==> config.mk <==
export PLATFORM = sky130hd
export DESIGN_NAME = sync_length_crc_frame_receiver_top
export DESIGN_NICKNAME = d
export VERILOG_FILES = /design/src/hw/rtl/slcfr_pkg.sv /design/src/hw/rtl/sync_length_crc_frame_receiver_top.sv
export SDC_FILE = /design/constraint.sdc
export NUM_CORES = 1
export LEC_CHECK = 0
export ABC_AREA = 1
export BUFFER_PORTS_ARGS = -buffer_cell sky130_fd_sc_hd__buf_4
export CAP_MARGIN = 30
export CORE_MARGIN = 2
export CORE_UTILIZATION = 53
export CTS_CLUSTER_SIZE = 40
export DETAILED_ROUTE_END_ITERATION = 10
export PLACE_DENSITY = 0.82
export SLEW_MARGIN = 0
export SYNTH_ARGS = -nofsm -noshare
export SYNTH_HDL_FRONTEND = slang
export SYNTH_SLANG_ARGS = --single-unit
==> constraint.sdc <==
create_clock -name clk -period 2.5 [get_ports clk]
set_input_delay 0.625 -clock clk [delete_from_list [all_inputs] [get_ports clk]]
set_output_delay 0.625 -clock clk [all_outputs]
set_load 0.05 [all_outputs]
==> src/hw/rtl/slcfr_pkg.sv <==
`timescale 1ns / 1ps
`default_nettype none

package slcfr_pkg;

  localparam int unsigned BYTE_W = 8;
  localparam int unsigned LEN_W  = 9;
  localparam int unsigned CRC_W  = 16;

  // configuration register indexes
  localparam logic CFG_SYNC_BYTE   = 1'b0;
  localparam logic CFG_MAX_PAYLOAD = 1'b1;

  localparam logic [BYTE_W-1:0] SYNC_BYTE_RESET   = 8'h55;
  localparam logic [BYTE_W-1:0] MAX_PAYLOAD_RESET = 8'd100;
  localparam logic [CRC_W-1:0]  CRC_INIT          = 16'hFFFF;

  // one byte of CRC-16/CCITT-FALSE, MSB first, poly 0x1021
  function automatic logic [CRC_W-1:0] crc_step(input logic [CRC_W-1:0] crc,
                                                 input logic [BYTE_W-1:0] b);
    logic [BYTE_W-1:0] x;
    x = crc[15:8] ^ b;
    x = x ^ {4'h0, x[7:4]};
    crc_step = {crc[7:0], 8'h00} ^ {x[3:0], 12'h000} ^ {3'b000, x, 5'b00000}
             ^ {8'h00, x};
  endfunction

endpackage

`default_nettype wire

==> src/hw/rtl/sync_length_crc_frame_receiver_top.sv <==
// Frame receiver: sync, sync, length, type, data, CRC-16 (little-endian).
// Latency: a result is valid in the cycle after its byte is accepted.
// Throughput: one byte per cycle; the only backpressure is a held result in
// the output register while out_stall is high.
// Reset (synchronous, rst high): parser hunts the first sync byte, output
// register empty, sync_byte = 0x55, max_payload = 100.
`timescale 1ns / 1ps
`default_nettype none

module sync_length_crc_frame_receiver_top (
  input  wire logic       clk,
  input  wire logic       rst,
  // configuration
  input  wire logic       cfg_write,
  input  wire logic       cfg_index,
  input  wire logic [7:0] cfg_data,
  // byte input
  input  wire logic       in_valid,
  output logic            in_stall,
  input  wire logic [7:0] rx_byte,
  // results
  output logic            out_valid,
  input  wire logic       out_stall,
  output logic            end_of_frame,
  output logic [7:0]      payload_byte,
  output logic [7:0]      byte_index,
  output logic            crc_ok,
  output logic [8:0]      frame_length
);

  localparam logic [2:0] PH_SYNC1 = 3'd0;
  localparam logic [2:0] PH_SYNC2 = 3'd1;
  localparam logic [2:0] PH_LEN   = 3'd2;
  localparam logic [2:0] PH_TYPE  = 3'd3;
  localparam logic [2:0] PH_DATA  = 3'd4;
  localparam logic [2:0] PH_CRCL  = 3'd5;
  localparam logic [2:0] PH_CRCH  = 3'd6;

  logic [7:0]  sync_byte;
  logic [7:0]  max_payload;

  logic [2:0]  phase, phase_next;
  logic [7:0]  expected_length, expected_length_next;
  logic [8:0]  body_count, body_count_next;
  logic [15:0] running_crc, running_crc_next;
  logic [7:0]  crc_low_byte, crc_low_byte_next;

  logic        accept;
  logic        has_result;
  logic        res_eof;
  logic [7:0]  res_byte;
  logic [7:0]  res_index;
  logic        res_ok;
  logic [8:0]  res_length;
  logic [15:0] crc_upd;
  logic [8:0]  count_inc;

  assign in_stall = out_valid & out_stall;
  assign accept   = in_valid & ~in_stall;

  assign crc_upd   = slcfr_pkg::crc_step(
                       (phase == PH_LEN) ? slcfr_pkg::CRC_INIT : running_crc, rx_byte);
  assign count_inc = body_count + 9'd1;

  always_comb begin
    phase_next           = phase;
    expected_length_next = expected_length;
    body_count_next      = body_count;
    running_crc_next     = running_crc;
    crc_low_byte_next    = crc_low_byte;
    has_result           = 1'b0;
    res_eof              = 1'b0;
    res_byte             = 8'h00;
    res_index            = 8'h00;
    res_ok               = 1'b0;
    res_length           = 9'd0;
    case (phase)
      PH_SYNC1: begin
        phase_next = (rx_byte == sync_byte) ? PH_SYNC2 : PH_SYNC1;
      end
      PH_SYNC2: begin
        phase_next = (rx_byte == sync_byte) ? PH_LEN : PH_SYNC1;
      end
      PH_LEN: begin
        expected_length_next = rx_byte;
        // drop an oversize frame
        if (rx_byte > max_payload) begin
          phase_next = PH_SYNC1;
        end else begin
          running_crc_next = crc_upd;
          body_count_next  = 9'd0;
          phase_next       = PH_TYPE;
        end
      end
      PH_TYPE: begin
        running_crc_next = crc_upd;
        body_count_next  = 9'd1;
        phase_next       = (expected_length != 8'd0) ? PH_DATA : PH_CRCL;
        has_result       = 1'b1;
        res_byte         = rx_byte;
      end
      PH_DATA: begin
        running_crc_next = crc_upd;
        body_count_next  = count_inc;
        if (count_inc == {1'b0, expected_length} + 9'd1) begin
          phase_next = PH_CRCL;
        end
        has_result = 1'b1;
        res_byte   = rx_byte;
        res_index  = body_count[7:0];
      end
      PH_CRCL: begin
        crc_low_byte_next = rx_byte;
        phase_next        = PH_CRCH;
      end
      PH_CRCH: begin
        has_result = 1'b1;
        res_eof    = 1'b1;
        res_ok     = ({rx_byte, crc_low_byte} == running_crc);
        res_length = body_count;
        phase_next = PH_SYNC1;
      end
      default: begin
        phase_next = PH_SYNC1;
      end
    endcase
  end

  always_ff @(posedge clk) begin
    if (rst) begin
      sync_byte   <= slcfr_pkg::SYNC_BYTE_RESET;
      max_payload <= slcfr_pkg::MAX_PAYLOAD_RESET;
    end else if (cfg_write) begin
      case (cfg_index)
        slcfr_pkg::CFG_SYNC_BYTE:   sync_byte   <= cfg_data;
        slcfr_pkg::CFG_MAX_PAYLOAD: max_payload <= cfg_data;
        default: ;
      endcase
    end
  end

  always_ff @(posedge clk) begin
    if (rst) begin
      phase           <= PH_SYNC1;
      expected_length <= 8'd0;
      body_count      <= 9'd0;
      running_crc     <= 16'd0;
      crc_low_byte    <= 8'd0;
    end else if (accept) begin
      phase           <= phase_next;
      expected_length <= expected_length_next;
      body_count      <= body_count_next;
      running_crc     <= running_crc_next;
      crc_low_byte    <= crc_low_byte_next;
    end
  end

  // output register: hold while stalled, else load the new result if any
  always_ff @(posedge clk) begin
    if (rst) begin
      out_valid <= 1'b0;
    end else if (!in_stall) begin
      out_valid <= accept & has_result;
    end
  end

  always_ff @(posedge clk) begin
    if (accept && has_result) begin
      end_of_frame <= res_eof;
      payload_byte <= res_byte;
      byte_index   <= res_index;
      crc_ok       <= res_ok;
      frame_length <= res_length;
    end
  end

endmodule

`default_nettype wire

-- Word-level counts from Yosys, hierarchy flattened
Index checks and enable logic that the tools add are counted.
- flip-flop bits (word level): 88
- bits of input ports: 22
- output and inout bits: 29
- logic and storage cells: 64
- add/subtract/negate cells: 2
- equal/unequal tests: 11
- reductions and logical operators: 14
- mux-type cells: 13
- magnitude comparators: 1
- bitwise logic cells: 10
- operators by type and width (cell ; number):
    16-bit 2-to-1 mux ; 2
    16-bit one-hot mux with 2 select lines ; 1
    9-bit one-hot mux with 3 select lines ; 1
    3-bit one-hot mux with 6 select lines ; 1
    16-bit == test ; 1
    16-bit by 13-bit XOR with 16-bit output ; 1
    16-bit XOR ; 1
    16-bit by 8-bit XOR with 16-bit output ; 1
    2-bit AND reduction ; 5
    8-bit by 1-bit adder with 9-bit output, second input constant ; 1
    9-bit by 1-bit adder with 9-bit output, second input constant ; 1
    3-bit == test, second input constant ; 3
    9-bit == test ; 1
    9-bit 2-to-1 mux ; 1
    8-bit == test ; 1
    8-bit > comparator ; 1
    8-bit nonzero test ; 1
    8-bit by 4-bit XOR with 8-bit output ; 1
    8-bit XOR ; 1
    3-bit by 2-bit == test with 1-bit output, second input constant ; 2
    3-bit AND reduction ; 2
    1-bit 2-to-1 mux ; 4
    2-bit 2-to-1 mux ; 2
    2-bit inequality test, second input constant ; 2
    other kinds (10) ; 13

-- Longest topological paths before layout
- depth after elaboration: 9
- mapped depth: 15
- depth with buffers taken out: 15

-- Worst setup path after synthesis
No wires, ideal clock.
- path type: input-to-reg
- start: in out_stall
- end: reg byte_index[0] (enable)
- path slack: -0.138 ns
- library setup time: 0.422 ns
- buffers on the path: 0
- stages on the path: 3
- data arrival time: 2.217 ns
- path through: nand2_1 nand2_1 a21oi_1
- longest elaborated chain between the ends: 4
- RTL lines (element ; line ; text):
    start, declared ; sync_length_crc_frame_receiver_top.sv:23 ; input wire logic out_stall,
    1-bit bitwise AND ; sync_length_crc_frame_receiver_top.sv:58 ; assign in_stall = out_valid & out_stall;
    1-bit inverter ; sync_length_crc_frame_receiver_top.sv:59 ; assign accept = in_valid & ~in_stall;
    1-bit bitwise AND ; sync_length_crc_frame_receiver_top.sv:59 ;
    1-bit logical AND ; sync_length_crc_frame_receiver_top.sv:168 ; if (accept && has_result) begin
    end signal, assigned ; sync_length_crc_frame_receiver_top.sv:171 ; byte_index <= res_index;
    end, declared ; sync_length_crc_frame_receiver_top.sv:26 ; output logic [7:0] byte_index,
Every way passes these cells.
A chain may end at the register's enable or synchronous reset.

-- Worst setup path after layout
- start: in rx_byte[3]
- end: reg running_crc[10]
- longest elaborated chain between the ends: 3
- RTL lines (element ; line ; text):
    start, declared ; sync_length_crc_frame_receiver_top.sv:20 ; input wire logic [7:0] rx_byte,
    8-bit > comparator ; sync_length_crc_frame_receiver_top.sv:87 ; if (rx_byte > max_payload) begin
    2-bit inequality test (no source line) ; -- ;
    3-bit AND reduction (no source line) ; -- ;
    end signal, assigned ; sync_length_crc_frame_receiver_top.sv:153 ; running_crc <= running_crc_next;
    end, declared ; sync_length_crc_frame_receiver_top.sv:45 ; logic [15:0] running_crc, running_crc_next;
Every way passes these cells.

==> results.toml <==
[status]
status = "finished clean"

[timing]
grt_setup_unrepaired = "no"
setup_tns_ns = 0
setup-violations-final = 0
fmax_mhz = 480
fin_crit_ns = 2.08
final-hold-violation-count = 0
min_period_over_period = 0.833
finalMaxSlewViolations = 0
worst_slew_pin_slew_ns = 0.410
slew_headroom = 0.726
finalClockSkew_ns = 0.0129

[synth]
synth_top_cells_by_count = "nand2_1, nor2_1, inv_1"
yosys.area.top_type_share = 0.257
synth_compound_area_frac = 0.134
synth_xor_area_frac = 0.0612
synth_top_family_by_area = "simple AND/OR/NAND/NOR gates"
synth_adder_area_share = 0.0290
synth_edf_count = 27
syn_nets = 659
syn_inst = 626
yosys_warnings = 0
async_reset_ff_frac = 0
synth.area.mux_share = 0
yosys.area_share.simple = 0.262
synth_seq_cells = 88
syn-cell-area_mm2 = 0.00475
synth.avg_cell_area_um2 = 7.58
synth_area_leaders = "dfxtp_1, edfxtp_1, nand2_1"
ys.flop_type = "dfxtp_1"
ys_seq_area_frac = 0.428
synth_top_area_cell = "dfxtp_1"
synth_most_common_cell = "nand2_1"
ys_types = 44

[cts]
cts_resized = 0
cts_inserted_buffers = 9
cts_root_buffer = "clkbuf_8"
cts_tree = "built"
cts_setup_buffers = 0
htreeDepth = 3
clk_pin_slew_worst_paths_ns = 0.10
clock_path_buffers = 2
ctsHoldBuffers = 0
clock-sinks = 88
clock_latency_ns = 0.37

[route]
wl_per_cell_um = 13.9
drtPass1Iterations = 5
drc = 0
first_iter_violations = 456
ant_nets = 0
wirelength_mm = 11.0
viasPerCell = 5.37
vias = 4245

[layout]
nets = 710
antenna_cells = 0
drive_gt1_frac = 0.155
syn2layout_area_growth_pct = 14.1
final_core_util = 0.621

[floorplanning]
fp.dieW_um = 98.6
dieArea_mm2 = 0.00973
num_rows = 34
start_util = 0.544
die-height_um = 98.6
ios = 51
coreArea_mm2 = 0.00872

[grt]
gr-usage-all-layers = 0.234
antenna_found_initial = 0
grt_pass1_vias = 3914
grt_pass1_wl_mm = 18.4
grt_max_degree = 45
overflow = 0

[power_and_ir_drop]
irDropWorstVdd_mv = 0.356
power_density_mw_per_mm2 = 575
p_leak_uw = 0.00235

[setup_path]
cp_slowest_cell = "ha_1"
cp_top_family = "compound AO/OA/AOI/OAI gates"
required_ns = 2.77
path_max_fanout = 23
arrival_ns = 2.35
start_kind = "primary input"
worstPathCellList = "buf_4 > ha_1 > a21oi_1 > o21ai_0 > nand2_1 > nand3_1 > nand3_1 > nand3_4 > buf_4 > o21ai_0 > a21oi_1"
critPathKind = "primary input to register"
slowest_delay_ns = 0.32
end_kind = "register"
crit_buf_inv = 2

[placed_design]
gp_congestion = 0.908
post-dp-hpwl_mm = 7.98
portBuffers = 50

[flow_run]
drv_cap = 0

[worst_hold_path]
hold_class = "register to register"
[flip-flops by register name (all words and copies together) (netlist names)]
signal,count
byte_index,8
running_crc,16
expected_length,8
crc_low_byte,8
frame_length,9
payload_byte,8
sync_byte,8
max_payload,8
end_of_frame,1
crc_ok,1
body_count,9
phase,3
out_valid,1
[metrics by stage]
| stage | total power, uW | hold slack (ns) | area (um^2) | cells | worst slack [ns] |
|---|---|---|---|---|---|
| floorplan | 1950 | 0.433 | 4750 | 626 | 0.455 |
| finish | 3110 | 0.465 | 5420 | 790 | 0.418 |
| CTS | 3100 | 0.466 | 5420 | 790 | 0.435 |
| detailed placement | 2100 | 0.454 | 5210 | 774 | 0.0792 |
| global route | 3230 | 0.487 | 5420 | 790 | 0.242 |
| global placement | 2090 | 0.451 | 5210 | 774 | 0.162 |
[logic make-up (layout without fill, tap and decap cells)]
kind of cell | Yosys count | in the layout
fa+ha+maj | 11 | 11
xor+xnor | 28 | 28
buf+inv | 95 | 151
flops | 88 | 88
simple gates | 287 | 287
compound gates | 117 | 117
[tightest hold or removal path: cells and delay by family, from the launching register on]
family | cells | cell delay, ns
DFF | 1 | 0.31
buffers and inverters | 1 | 0.06
AOI/OAI and AO/OA | 1 | 0.06
[cell usage in the layout, fill, tap and decap left out, drive strengths merged, types with 2 or more instances in the layout]
cell,n
a211oi,3
a21oi,53
a221oi,3
a31oi,2
buf,60
clkbuf,9
clkinv,3
clkinvlp,2
dfxtp,61
edfxtp,27
ha,11
inv,76
nand2,148
nand3,36
nand4,9
nor2,87
nor3,2
o211ai,3
o21ai,49
o22ai,3
or2,2
xnor2,11
xor2,17
[area by class of cell]
| type | count | area (um^2) |
|---|---|---|
| Clock inverter | 7 | 80.1 |
| Clock buffer | 9 | 124 |
| Tap cell | 108 | 135 |
| Fill cell | 727 | 3310 |
| Multi-Input combinational cell | 443 | 2310 |
| Sequential cell | 88 | 2030 |
| Inverter | 75 | 282 |
| Timing Repair Buffer | 60 | 450 |
[where the power goes]
group,internal [uW],total [uW],switching [uW],leakage [uW]
combinational,187,522,335,0.00150
sequential,1520,1560,32.1,0.000752
clock,472,1040,563,0.0000964
total,2180,3110,931,0.00235
[worst paths after layout]
| kind | from | endpoint | slack, ns | depth (start not counted) |
|---|---|---|---|---|
| hold reg to reg | max_payload[3] | max_payload[3] | 0.46 | 2 |
| setup / recovery | rx_byte[3] | running_crc[10] | 0.42 | 11 |
| setup reg to reg | max_payload[3] | running_crc[10] | 0.47 | 11 |
| hold / removal | max_payload[3] | max_payload[3] | 0.46 | 2 |
[per-layer routing]
metal  share of wire  wire length (um)  vias up  global-route usage
met1            0.46              5000     1932               0.327
met5               0                 0        -                   0
met2            0.45              4910      165               0.368
met4           0.017               185        0              0.0653
li1                -                 -     2135                   -
met3           0.079               870       13              0.0532
Power figures use the tool's default switching activity.
